==> src/design/scan_line_tone_to_bgr24_macros.svh <==
// Assertion macros shared by the scan line tone packer modules.
// Expects clk_i and rst_ni in the scope of each use.
`ifndef SCAN_LINE_TONE_TO_BGR24_MACROS_SVH
`define SCAN_LINE_TONE_TO_BGR24_MACROS_SVH

`ifndef NO_ASSERTIONS
`define SLBGR_ASSERT_IMPL(label, ante, cons, msg) \
  label: assert property (@(posedge clk_i) disable iff (!rst_ni) (ante) |-> (cons)) \
    else $error(msg);
`define SLBGR_ASSERT_NEXT(label, ante, cons, msg) \
  label: assert property (@(posedge clk_i) disable iff (!rst_ni) (ante) |=> (cons)) \
    else $error(msg);
`else
`define SLBGR_ASSERT_IMPL(label, ante, cons, msg)
`define SLBGR_ASSERT_NEXT(label, ante, cons, msg)
`endif

`endif

==> src/design/slbgr_pkg.sv <==
// Package for the scan line tone packer: register codes, constants, shared types.
// No dependencies.
package slbgr_pkg;

  localparam int unsigned CMD_DEPTH = 4;

  localparam int TONE_MID       = 255000;
  localparam int TONE_FULL      = 510000;
  localparam int TONE_ROUND     = 1000;
  localparam int TONE_GAIN_BASE = 1000;

  localparam int unsigned RECIP_3          = 43691;
  localparam int unsigned RECIP_3_SHIFT    = 17;
  localparam int unsigned RECIP_125        = 33555;
  localparam int unsigned RECIP_125_SHIFT  = 22;

  typedef enum logic [2:0] {
    REG_GRAY_MODE   = 3'd0,
    REG_BRIGHTNESS  = 3'd1,
    REG_CONTRAST    = 3'd2,
    REG_LINE_BYTES  = 3'd3,
    REG_LINE_PIXELS = 3'd4,
    REG_LINE_COUNT  = 3'd5
  } reg_idx_e;

  typedef struct packed {
    logic        gray_mode;
    logic [15:0] line_bytes;
    logic [14:0] line_pixels;
    logic [15:0] line_count;
  } geom_cfg_t;

  typedef struct packed {
    logic signed [10:0] brightness_offset;
    logic signed [10:0] contrast_gain;
  } tone_cfg_t;

  typedef struct packed {
    logic [7:0] smp0;
    logic [7:0] smp1;
    logic [7:0] smp2;
    logic       has_tone;
    logic [2:0] n_ops;
    logic       frame_done;
    logic       overflow;
  } cmd_t;

  typedef struct packed {
    logic tone;
    logic last;
    logic frame_done;
    logic overflow;
  } op_flags_t;

endpackage

==> src/design/slbgr_in_if.sv <==
// Input byte channel of the scan line tone packer.
// Stand-alone; carries valid, ready and the input payload.
interface slbgr_in_if;
  logic       valid;
  logic       ready;
  logic       frame_start;
  logic [7:0] sample_byte;

  modport source (output valid, frame_start, sample_byte, input ready);
  modport sink (input valid, frame_start, sample_byte, output ready);
endinterface

==> src/design/slbgr_out_if.sv <==
// Output byte channel of the scan line tone packer.
// Stand-alone; carries valid, ready and the result payload.
interface slbgr_out_if;
  logic       valid;
  logic       ready;
  logic [7:0] out_byte;
  logic       run_last;
  logic       frame_done;
  logic       overflow_error;

  modport source (output valid, out_byte, run_last, frame_done, overflow_error, input ready);
  modport sink (input valid, out_byte, run_last, frame_done, overflow_error, output ready);
endinterface

==> src/design/scan_line_tone_to_bgr24.sv <==
// Top level of the scan line tone packer: configuration registers, front end,
// command queue and back end. Depends on slbgr_pkg, slbgr_in_if, slbgr_out_if.
//
//   port       dir  handshake      payload
//   px_in_i    in   valid/ready    frame_start, sample_byte
//   px_out_o   out  valid/ready    out_byte, run_last, frame_done, overflow_error
//   cfg_*      in   cfg_we_i       cfg_addr_i (register), cfg_wdata_i
//
// An input byte is taken each cycle while the command queue (CmdDepth entries) has room.
// The back end emits one byte a cycle while the output is not stalled: three bytes per gray
// pixel or color triplet, plus one per line pad byte; an issued byte passes p1, p2 and p3 to the output.
// Reset clears counters, held samples and the queue; registers take their defaults.
// A stalled output freezes the tone pipeline; input ready drops only when the queue fills.
module scan_line_tone_to_bgr24 import slbgr_pkg::*; #(
  parameter int unsigned CmdDepth = CMD_DEPTH
) (
  input  logic        clk_i,
  input  logic        rst_ni,
  input  logic        cfg_we_i,
  input  logic [2:0]  cfg_addr_i,
  input  logic [15:0] cfg_wdata_i,
  slbgr_in_if.sink    px_in_i,
  slbgr_out_if.source px_out_o
);

  logic               gray_mode_q;
  logic signed [10:0] brightness_offset_q;
  logic signed [10:0] contrast_gain_q;
  logic [15:0]        line_bytes_q;
  logic [14:0]        line_pixels_q;
  logic [15:0]        line_count_q;

  geom_cfg_t geom;
  tone_cfg_t tone;
  logic      cmd_push;
  cmd_t      cmd_wr;
  logic      cmd_full;
  logic      cmd_pop;
  cmd_t      cmd_head;
  logic      cmd_empty;

  always_ff @(posedge clk_i or negedge rst_ni) begin
    if (!rst_ni) begin
      gray_mode_q         <= 1'b0;
      brightness_offset_q <= '0;
      contrast_gain_q     <= '0;
      line_bytes_q        <= 16'd3;
      line_pixels_q       <= 15'd1;
      line_count_q        <= 16'd1;
    end else if (cfg_we_i) begin
      case (reg_idx_e'(cfg_addr_i))
        REG_GRAY_MODE:   gray_mode_q         <= cfg_wdata_i[0];
        REG_BRIGHTNESS:  brightness_offset_q <= $signed(cfg_wdata_i[10:0]);
        REG_CONTRAST:    contrast_gain_q     <= $signed(cfg_wdata_i[10:0]);
        REG_LINE_BYTES:  line_bytes_q        <= cfg_wdata_i;
        REG_LINE_PIXELS: line_pixels_q       <= cfg_wdata_i[14:0];
        REG_LINE_COUNT:  line_count_q        <= cfg_wdata_i;
        default: ;
      endcase
    end
  end

  assign geom.gray_mode         = gray_mode_q;
  assign geom.line_bytes        = line_bytes_q;
  assign geom.line_pixels       = line_pixels_q;
  assign geom.line_count        = line_count_q;
  assign tone.brightness_offset = brightness_offset_q;
  assign tone.contrast_gain     = contrast_gain_q;

  slbgr_front u_front (
    .clk_i      (clk_i),
    .rst_ni     (rst_ni),
    .in_i       (px_in_i),
    .geom_i     (geom),
    .cmd_full_i (cmd_full),
    .cmd_push_o (cmd_push),
    .cmd_o      (cmd_wr)
  );

  slbgr_cmd_fifo #(
    .Depth (CmdDepth)
  ) u_cmd_fifo (
    .clk_i       (clk_i),
    .rst_ni      (rst_ni),
    .push_i      (cmd_push),
    .push_data_i (cmd_wr),
    .full_o      (cmd_full),
    .pop_i       (cmd_pop),
    .head_o      (cmd_head),
    .empty_o     (cmd_empty)
  );

  slbgr_back u_back (
    .clk_i       (clk_i),
    .rst_ni      (rst_ni),
    .tone_i      (tone),
    .cmd_valid_i (!cmd_empty),
    .cmd_i       (cmd_head),
    .cmd_pop_o   (cmd_pop),
    .out_o       (px_out_o)
  );

endmodule

==> src/design/slbgr_front.sv <==
// Front end: accepts input bytes, tracks line position and lines, classifies each byte
// into a command for the back end. Depends on slbgr_pkg and slbgr_in_if.
module slbgr_front import slbgr_pkg::*; (
  input  logic       clk_i,
  input  logic       rst_ni,
  slbgr_in_if.sink   in_i,
  input  geom_cfg_t  geom_i,
  input  logic       cmd_full_i,
  output logic       cmd_push_o,
  output cmd_t       cmd_o
);

  logic [15:0] byte_in_line_q, byte_in_line_d;
  logic [15:0] line_index_q, line_index_d;
  logic [1:0]  phase_q, phase_d;
  logic [14:0] pix_k_q, pix_k_d;
  logic [7:0]  held_red_q, held_red_d;
  logic [7:0]  held_green_q, held_green_d;

  logic [15:0] lb;
  logic [14:0] lp;
  logic [32:0] div3_prod;
  logic [14:0] lb_div3;
  logic [1:0]  pix_mod4;
  logic        accept;
  logic [15:0] pos;
  logic [15:0] line;
  logic [15:0] pstart;
  logic [1:0]  phase;
  logic [14:0] pix_k;
  logic        ovf;
  logic        gray_in;
  logic        color_in;
  logic        in_px;
  logic        emit;
  logic        eol;
  logic        fd;
  logic [1:0]  pad;
  logic [2:0]  n_ops;

  assign in_i.ready = !cmd_full_i;
  assign accept     = in_i.valid && in_i.ready;

  assign lb        = (geom_i.line_bytes == '0) ? 16'd1 : geom_i.line_bytes;
  assign lp        = (geom_i.line_pixels == '0) ? 15'd1 : geom_i.line_pixels;
  assign div3_prod = 33'(lb) * 33'(RECIP_3);
  assign lb_div3   = div3_prod[RECIP_3_SHIFT +: 15];

  always_comb begin
    if (geom_i.gray_mode) begin
      pix_mod4 = ({1'b0, lp} < lb) ? lp[1:0] : lb[1:0];
    end else begin
      pix_mod4 = (lb_div3 < lp) ? lb_div3[1:0] : lp[1:0];
    end

    pos    = in_i.frame_start ? '0 : byte_in_line_q;
    line   = in_i.frame_start ? '0 : line_index_q;
    phase  = in_i.frame_start ? '0 : phase_q;
    pix_k  = in_i.frame_start ? '0 : pix_k_q;
    pstart = pos - {14'd0, phase};

    ovf      = line >= geom_i.line_count;
    gray_in  = ({1'b0, pos} < {2'b00, lp}) && (pos < lb);
    color_in = (pix_k < lp) && (({1'b0, pstart} + 17'd3) <= {1'b0, lb});
    in_px    = geom_i.gray_mode ? gray_in : color_in;
    emit     = in_px && (geom_i.gray_mode || phase == 2'd2);
    eol      = ({1'b0, pos} + 17'd1) >= {1'b0, lb};
    pad      = eol ? pix_mod4 : 2'd0;
    fd       = !ovf && eol && (({1'b0, line} + 17'd1) == {1'b0, geom_i.line_count});
    n_ops    = ovf ? 3'd1 : ((emit ? 3'd3 : 3'd0) + {1'b0, pad});

    cmd_o.smp0       = in_i.sample_byte;
    cmd_o.smp1       = geom_i.gray_mode ? in_i.sample_byte : held_green_q;
    cmd_o.smp2       = geom_i.gray_mode ? in_i.sample_byte : held_red_q;
    cmd_o.has_tone   = !ovf && emit;
    cmd_o.n_ops      = n_ops;
    cmd_o.frame_done = fd;
    cmd_o.overflow   = ovf;
    cmd_push_o       = accept && (n_ops != 3'd0);

    byte_in_line_d = byte_in_line_q;
    line_index_d   = line_index_q;
    phase_d        = phase_q;
    pix_k_d        = pix_k_q;
    held_red_d     = held_red_q;
    held_green_d   = held_green_q;
    if (accept) begin
      byte_in_line_d = pos;
      line_index_d   = line;
      phase_d        = phase;
      pix_k_d        = pix_k;
      if (!ovf) begin
        if (!geom_i.gray_mode && in_px) begin
          if (phase == 2'd0) begin
            held_red_d = in_i.sample_byte;
          end else if (phase == 2'd1) begin
            held_green_d = in_i.sample_byte;
          end
        end
        if (eol) begin
          byte_in_line_d = '0;
          line_index_d   = line + 16'd1;
          phase_d        = '0;
          pix_k_d        = '0;
        end else begin
          byte_in_line_d = pos + 16'd1;
          phase_d        = (phase == 2'd2) ? 2'd0 : phase + 2'd1;
          pix_k_d        = (phase == 2'd2) ? pix_k + 15'd1 : pix_k;
        end
      end
    end
  end

  always_ff @(posedge clk_i or negedge rst_ni) begin
    if (!rst_ni) begin
      byte_in_line_q <= '0;
      line_index_q   <= '0;
      phase_q        <= '0;
      pix_k_q        <= '0;
      held_red_q     <= '0;
      held_green_q   <= '0;
    end else begin
      byte_in_line_q <= byte_in_line_d;
      line_index_q   <= line_index_d;
      phase_q        <= phase_d;
      pix_k_q        <= pix_k_d;
      held_red_q     <= held_red_d;
      held_green_q   <= held_green_d;
    end
  end

endmodule

==> src/design/slbgr_cmd_fifo.sv <==
// Command queue between front and back end, registers indexed by read and write pointer.
// Depends on slbgr_pkg and the assertion macros header.
`include "scan_line_tone_to_bgr24_macros.svh"

module slbgr_cmd_fifo import slbgr_pkg::*; #(
  parameter int unsigned Depth = CMD_DEPTH
) (
  input  logic clk_i,
  input  logic rst_ni,
  input  logic push_i,
  input  cmd_t push_data_i,
  output logic full_o,
  input  logic pop_i,
  output cmd_t head_o,
  output logic empty_o
);

  localparam int unsigned PtrW = (Depth > 1) ? $clog2(Depth) : 1;
  localparam int unsigned CntW = $clog2(Depth + 1);

  cmd_t            mem_q [Depth];
  logic [PtrW-1:0] wr_ptr_q, wr_ptr_d;
  logic [PtrW-1:0] rd_ptr_q, rd_ptr_d;
  logic [CntW-1:0] count_q, count_d;
  logic            wr_en;
  logic            rd_en;

  assign full_o  = count_q == CntW'(Depth);
  assign empty_o = count_q == '0;
  assign wr_en   = push_i && !full_o;
  assign rd_en   = pop_i && !empty_o;
  assign head_o  = mem_q[rd_ptr_q];

  always_comb begin
    wr_ptr_d = wr_ptr_q;
    rd_ptr_d = rd_ptr_q;
    count_d  = count_q;
    if (wr_en) begin
      wr_ptr_d = (wr_ptr_q == PtrW'(Depth - 1)) ? '0 : wr_ptr_q + 1'b1;
    end
    if (rd_en) begin
      rd_ptr_d = (rd_ptr_q == PtrW'(Depth - 1)) ? '0 : rd_ptr_q + 1'b1;
    end
    if (wr_en && !rd_en) begin
      count_d = count_q + 1'b1;
    end else if (rd_en && !wr_en) begin
      count_d = count_q - 1'b1;
    end
  end

  always_ff @(posedge clk_i or negedge rst_ni) begin
    if (!rst_ni) begin
      wr_ptr_q <= '0;
      rd_ptr_q <= '0;
      count_q  <= '0;
    end else begin
      wr_ptr_q <= wr_ptr_d;
      rd_ptr_q <= rd_ptr_d;
      count_q  <= count_d;
    end
  end

  always_ff @(posedge clk_i) begin
    if (wr_en) begin
      mem_q[wr_ptr_q] <= push_data_i;
    end
  end

  `SLBGR_ASSERT_IMPL(a_count_bound, 1'b1, count_q <= CntW'(Depth), "queue count above depth")
  `SLBGR_ASSERT_IMPL(a_empty_ptrs, empty_o, wr_ptr_q == rd_ptr_q, "empty queue with apart pointers")
  `SLBGR_ASSERT_NEXT(a_count_up, wr_en && !rd_en, count_q == $past(count_q) + 1'b1, "count missed push")

endmodule

==> src/design/slbgr_back.sv <==
// Back end: steps through each command one output byte a cycle unless the output stalls, runs
// samples through a three-stage tone pipeline ending in the output register. Depends on slbgr_pkg.
`include "scan_line_tone_to_bgr24_macros.svh"

module slbgr_back import slbgr_pkg::*; (
  input  logic        clk_i,
  input  logic        rst_ni,
  input  tone_cfg_t   tone_i,
  input  logic        cmd_valid_i,
  input  cmd_t        cmd_i,
  output logic        cmd_pop_o,
  slbgr_out_if.source out_o
);

  logic [2:0]         idx_q, idx_d;
  logic               p1_valid_q, p2_valid_q, p3_valid_q;
  op_flags_t          p1_flags_q, p2_flags_q;
  logic signed [22:0] p1_prod_q;
  logic               p2_lo_q, p2_hi_q;
  logic [14:0]        p2_y_q;
  logic [7:0]         p3_byte_q;
  op_flags_t          p3_flags_q;

  logic               adv;
  logic               issue;
  logic               last_op;
  logic [7:0]         smp;
  logic signed [10:0] dev;
  logic signed [11:0] gain;
  logic signed [22:0] prod;
  op_flags_t          iss_flags;
  logic signed [22:0] bright_ext;
  logic signed [22:0] n_val;
  logic signed [22:0] n_rnd;
  logic [30:0]        q_prod;
  logic [7:0]         tone_byte;

  assign adv       = !p3_valid_q || out_o.ready;
  assign issue     = adv && cmd_valid_i;
  assign last_op   = idx_q == (cmd_i.n_ops - 3'd1);
  assign cmd_pop_o = issue && last_op;
  assign idx_d     = issue ? (last_op ? 3'd0 : idx_q + 3'd1) : idx_q;

  always_comb begin
    case (idx_q)
      3'd0:    smp = cmd_i.smp0;
      3'd1:    smp = cmd_i.smp1;
      default: smp = cmd_i.smp2;
    endcase
    iss_flags.tone       = cmd_i.has_tone && (idx_q < 3'd3);
    iss_flags.last       = last_op;
    iss_flags.frame_done = last_op && cmd_i.frame_done;
    iss_flags.overflow   = cmd_i.overflow;
  end

  assign dev  = $signed({2'b00, smp, 1'b0}) - 11'sd255;
  assign gain = $signed({tone_i.contrast_gain[10], tone_i.contrast_gain})
              + 12'(TONE_GAIN_BASE);
  assign prod = 23'(dev) * 23'(gain);

  assign bright_ext = 23'(tone_i.brightness_offset);
  assign n_val      = p1_prod_q + 23'(TONE_MID) + (bright_ext <<< 9) - (bright_ext <<< 1);
  assign n_rnd      = n_val + 23'(TONE_ROUND);

  assign q_prod    = 31'(p2_y_q) * 31'(RECIP_125);
  assign tone_byte = (!p2_flags_q.tone || p2_lo_q) ? 8'd0 :
                     p2_hi_q ? 8'd255 : q_prod[RECIP_125_SHIFT +: 8];

  always_ff @(posedge clk_i or negedge rst_ni) begin
    if (!rst_ni) begin
      idx_q      <= '0;
      p1_valid_q <= 1'b0;
      p2_valid_q <= 1'b0;
      p3_valid_q <= 1'b0;
    end else begin
      idx_q <= idx_d;
      if (adv) begin
        p1_valid_q <= issue;
        p2_valid_q <= p1_valid_q;
        p3_valid_q <= p2_valid_q;
      end
    end
  end

  always_ff @(posedge clk_i) begin
    if (adv) begin
      p1_flags_q <= iss_flags;
      p1_prod_q  <= prod;
      p2_flags_q <= p1_flags_q;
      p2_lo_q    <= n_val <= 23'sd0;
      p2_hi_q    <= n_val >= 23'(TONE_FULL);
      p2_y_q     <= n_rnd[18:4];
      p3_flags_q <= p2_flags_q;
      p3_byte_q  <= tone_byte;
    end
  end

  assign out_o.valid          = p3_valid_q;
  assign out_o.out_byte       = p3_byte_q;
  assign out_o.run_last       = p3_flags_q.last;
  assign out_o.frame_done     = p3_flags_q.frame_done;
  assign out_o.overflow_error = p3_flags_q.overflow;

  `SLBGR_ASSERT_IMPL(a_ovf_shape, out_o.valid && out_o.overflow_error,
                     out_o.run_last && out_o.out_byte == 8'd0 && !out_o.frame_done,
                     "overflow result malformed")
  `SLBGR_ASSERT_IMPL(a_fd_last, out_o.valid && out_o.frame_done, out_o.run_last,
                     "frame done off last result")
  `SLBGR_ASSERT_IMPL(a_idx_idle, !cmd_valid_i, idx_q == 3'd0, "op index moved without command")

endmodule

==> src/flat_wrapper.sv <==
// flat-port wrapper written by rule: the top's interface ports become plain ports
module scan_line_tone_to_bgr24_flat import slbgr_pkg::*;
#(
  parameter int unsigned CmdDepth = CMD_DEPTH
)
  (clk_i, rst_ni, cfg_we_i, cfg_addr_i, cfg_wdata_i, px_in_i_valid, px_in_i_frame_start, px_in_i_sample_byte, px_in_i_ready, px_out_o_valid, px_out_o_out_byte, px_out_o_run_last, px_out_o_frame_done, px_out_o_overflow_error, px_out_o_ready);
  slbgr_in_if px_in_i_i ();
  slbgr_out_if px_out_o_i ();
  input  logic clk_i;
  input  logic rst_ni;
  input  logic cfg_we_i;
  input  logic [2:0] cfg_addr_i;
  input  logic [15:0] cfg_wdata_i;
  input wire logic [$bits(px_in_i_i.valid)-1:0] px_in_i_valid;
  input wire logic [$bits(px_in_i_i.frame_start)-1:0] px_in_i_frame_start;
  input wire logic [$bits(px_in_i_i.sample_byte)-1:0] px_in_i_sample_byte;
  output wire logic [$bits(px_in_i_i.ready)-1:0] px_in_i_ready;
  output wire logic [$bits(px_out_o_i.valid)-1:0] px_out_o_valid;
  output wire logic [$bits(px_out_o_i.out_byte)-1:0] px_out_o_out_byte;
  output wire logic [$bits(px_out_o_i.run_last)-1:0] px_out_o_run_last;
  output wire logic [$bits(px_out_o_i.frame_done)-1:0] px_out_o_frame_done;
  output wire logic [$bits(px_out_o_i.overflow_error)-1:0] px_out_o_overflow_error;
  input wire logic [$bits(px_out_o_i.ready)-1:0] px_out_o_ready;
  assign px_in_i_i.valid = px_in_i_valid;
  assign px_in_i_i.frame_start = px_in_i_frame_start;
  assign px_in_i_i.sample_byte = px_in_i_sample_byte;
  assign px_in_i_ready = px_in_i_i.ready;
  assign px_out_o_valid = px_out_o_i.valid;
  assign px_out_o_out_byte = px_out_o_i.out_byte;
  assign px_out_o_run_last = px_out_o_i.run_last;
  assign px_out_o_frame_done = px_out_o_i.frame_done;
  assign px_out_o_overflow_error = px_out_o_i.overflow_error;
  assign px_out_o_i.ready = px_out_o_ready;
  scan_line_tone_to_bgr24 #(.CmdDepth(CmdDepth)) u_core (.clk_i(clk_i), .rst_ni(rst_ni), .cfg_we_i(cfg_we_i), .cfg_addr_i(cfg_addr_i), .cfg_wdata_i(cfg_wdata_i), .px_in_i(px_in_i_i), .px_out_o(px_out_o_i));
endmodule
==> config.mk <==
export PLATFORM = sky130hd
export DESIGN_NAME = scan_line_tone_to_bgr24_flat
export DESIGN_NICKNAME = d
export VERILOG_FILES = /design/src/design/slbgr_pkg.sv /design/src/design/slbgr_in_if.sv /design/src/design/slbgr_out_if.sv /design/src/design/scan_line_tone_to_bgr24.sv /design/src/design/slbgr_front.sv /design/src/design/slbgr_cmd_fifo.sv /design/src/design/slbgr_back.sv /design/src/flat_wrapper.sv
export VERILOG_INCLUDE_DIRS = /design/src /design/src/design
export SDC_FILE = /design/constraint.sdc
export NUM_CORES = 2
export LEC_CHECK = 0
export BUFFER_PORTS_ARGS = -buffer_cell sky130_fd_sc_hd__buf_2
export CAP_MARGIN = 20
export CORE_MARGIN = 3
export CORE_UTILIZATION = 55
export CTS_CLUSTER_DIAMETER = 100
export DETAILED_ROUTE_END_ITERATION = 10
export PLACE_DENSITY = 0.79
export SLEW_MARGIN = 20
export SYNTH_ARGS = -nofsm -noshare
export SYNTH_HDL_FRONTEND = slang
export SYNTH_SLANG_ARGS = --single-unit
==> constraint.sdc <==
create_clock -name clk_i -period 18.58 [get_ports clk_i]
set_clock_uncertainty 0.15 [all_clocks]
set_input_delay 1.858 -clock clk_i [delete_from_list [all_inputs] [get_ports clk_i]]
set_output_delay 1.858 -clock clk_i [all_outputs]
set_load 0.05 [all_outputs]
==> metrics.md <==
| Metric | Value |
|---|---|
| Initial DRC Count | `1,510` |
| DR pass1 iterations | `5` |
| Netlist cell types | `86` |
| Reg-to-Reg End | `u_core.u_cmd_fifo.count_q[1]` |
| Hold path startpoint | `u_core.u_back.p1_flags_q[2]` |
| Clk slew on worst S/H paths | `0.06 ns` |
| Fin Setup TNS | `0 ns` |
| Seq cells post-synth | `326` |
| Final Wtd Congestion | `0.928` |
| Gr usage total | `24.2%` |
| TritonCTS buffer count | `40` |
| WP data arrival | `11.67 ns` |
| Clock Latency Late Sink | `0.59 ns` |
| CP peak stage delay | `around 0.6 ns` |
| Clock buffer depth | `3` |
| Crit path launch | `u_core.line_bytes_q[9]` |
| Syn_nets | `3,784` |
| CTS Hold Bufs | `0` |
| Share of cells above drive strength 1 | `8.42%` |
| CP Launch Type | `flip-flop` |
| Routed vias | `21,912` |
| Detailed Route WL | `between 70,000 and 80,000 um` |
| Main synth FF type | `edfxtp_1` |
| Unrepaired setup endpoints after global routing | `no` |
| Hold Fails Final Rpt | `0` |
| CP Data Required Time | `18.89 ns` |
| First-pass GRT wire length | `116,000 um` |
| Area contributors post-synth | `ha_1 19%, edfxtp_1 17%, fa_1 15%` |
| Hold Crit Depth | `0` |
| Post-synth EDFFs | `178` |
| Final Max Slew Viols | `0` |
| Die height | `245 um` |
| Worst slew pin tran | `1.07 ns` |
| Antenna viol nets, final | `0` |
| Nets | `3,795` |
| CTS tree | `built` |
| Final Setup Violations | `0` |
| CTS Root Cell | `clkbuf_16` |
| Initial antenna violation count | `0` |
| Worst path most repeated cell | `ha_1` |
| Worst-path cell with the longest stage delay | `o31ai_1` |
| Max Fclk | `88.0 MHz` |
| Core area | `approximately 0.056 mm2` |
| Worst reg-to-reg setup slack | `7.22 ns` |
| Final Cycle Share | `between 60% and 70%` |
| Async SR Flop Fraction | `a little under half` |
| CTS sink cnt | `326` |
| Cells after Synth | `3,033` |
| Boundary Pins | `46` |
| Max FO, Critical Path | `9` |
| Worst Hold Class | `reg -> reg` |
| Synth cell count leaders | `498 x inv_1, 486 x ha_1, 232 x fa_1, 220 x nand2_1, 178 x edfxtp_1` |
| Status | `finished, final reports clean` |
| N_diodes | `0` |
| Post-DR wirelength/cell | `18.6 um` |
| R2r startpoint | `u_core.line_bytes_q[9]` |
| Top-area cell type share of the netlist area | `19.4%` |
| Synthesized area per cell | `approximately 10 um2` |
| Max_slew headroom | `28.0%` |
| Die Wd | `245 um` |
| Area Overhead vs Synth | `7.38%` |
| Warnings, synthesis | `0` |
| I/O Buffers | `45` |
| Postcts setup bufs | `0` |
| Post-CTS sizing | `0` |
| Max-cap violation count | `0` |
| # DRC | `0` |
| Mapped Area | `between 0.03 and 0.04 mm2` |
| Min Clock Period, post-route | `11.36 ns` |
| Number of global-route vias before repair | `22,495` |
| Pin count of the biggest net entering global routing | `94` |
| Crit end category | `flip-flop` |
| FP Rows | `86` |
| Leading area contributor after synthesis | `ha_1` |
| Crit path kind | `reg -> reg` |
| Min-Delay Endpoint | `u_core.u_back.p2_flags_q[2]` |
| Die area | `0.0598 mm2` |
| Worst-case reg-to-reg path depth | `36` |
| Initial core utilization | `56.2%` |
| DP HPWL | `~55,000 um` |
| Global route overflow | `0` |
| Register area share after synthesis | `between 20 and 30%` |
| Via/cell ratio | `5.73` |
| Most frequent cell after synthesis | `inv_1` |
| H-tree depth | `2` |
metrics by stage:
step	area [um2]	hold WS, ns	instances	util, %	setup WS, ns
2_1_floorplan	31300	0.250	3033	-	8.93
3_3_place_gp	32200	0.251	3750	57.8	7.58
3_5_place_dp	32200	0.255	3750	57.8	7.34
4_1_cts	33600	0.266	3824	60.3	7.31
5_1_grt	33600	0.273	3824	60.3	6.61
6_report	33600	0.264	3824	60.3	7.22
registers in the layout (all words and copies together) (netlist names), 8 cells and up:
signal and count:
u_core.u_cmd_fifo.mem_q 120, u_core.u_back.p1_prod_q 22, u_core.line_bytes_q 16, u_core.line_count_q 16
u_core.u_front.byte_in_line_q 16, u_core.u_front.line_index_q 16, u_core.line_pixels_q 15, u_core.u_back.p2_y_q 15
u_core.u_front.pix_k_q 15, u_core.brightness_offset_q 11, u_core.contrast_gain_q 11, u_core.u_back.out_o.out_byte 8
u_core.u_front.held_green_q 8, u_core.u_front.held_red_q 8
layout make-up:
type	instances	area (um2)
Fill cell	4576	22100
Multi-Input combinational cell	2109	20000
Sequential cell	326	9050
Inverter	500	1880
Clock buffer	49	1050
Tap cell	748	936
Timing Repair Buffer	67	397
Clock inverter	25	350
cell usage in the layout, fill, tap and decap left out, types with 49 or more instances in the layout:
master    count
dfrtp_1     143
mux2_2       49
a21oi_1      93
xor2_1       49
nor2_1      131
nand3_1      52
nand2_1     220
o21ai_0     135
nor2b_1      51
ha_1        486
fa_1        232
edfxtp_1    178
xnor2_1     108
inv_1       497
cells by family after synthesis:
logic type                 after synthesis  share of synthesized area [%]
xor gates and xnor gates               158                           4.44
DFF                                    326                           28.9
adders and majority gates              718                           34.3
buffers and inverters                  598                           7.44
muxes                                  102                           4.72
and+or+nand+nor                        696                           11.2
AOI/OAI and AO/OA                      435                           9.01
per-layer routing:
| metal | GRT usage (%) | routed length [um] | up-vias |
|---|---|---|---|
| met5 | 0 | 0 | - |
| met4 | 9.38 | 2950 | 0 |
| met3 | 2.98 | 3640 | 172 |
| met2 | 43.0 | 35800 | 608 |
| met1 | 30.3 | 28600 | 10785 |
| li1 | - | - | 10347 |
worst max path at each step:
stage	end	depth (start not counted)	slack, ns
after global placement	u_core.u_cmd_fifo.count_q[1]	36	7.58
final	u_core.u_cmd_fifo.count_q[1]	36	7.22
after global routing	u_core.u_cmd_fifo.count_q[1]	36	6.61
after detailed placement	u_core.u_cmd_fifo.count_q[1]	36	7.34
after floorplan	u_core.u_cmd_fifo.count_q[1]	36	8.93
after CTS	u_core.u_cmd_fifo.count_q[1]	36	7.31
critical path: cells and delay by family (launching register included):
family	cells	cell delay, ns
adders and majority gates	11	4.30
DFF	1	0.48
AOI/OAI and AO/OA	12	3.55
and+or+nand+nor	6	1.71
buffers and inverters	4	0.54
muxes	2	0.44
xor gates and xnor gates	1	0.09
Power is not shown: default switching activity piles up to over one toggle a cycle in this logic, so the estimate is an artifact.
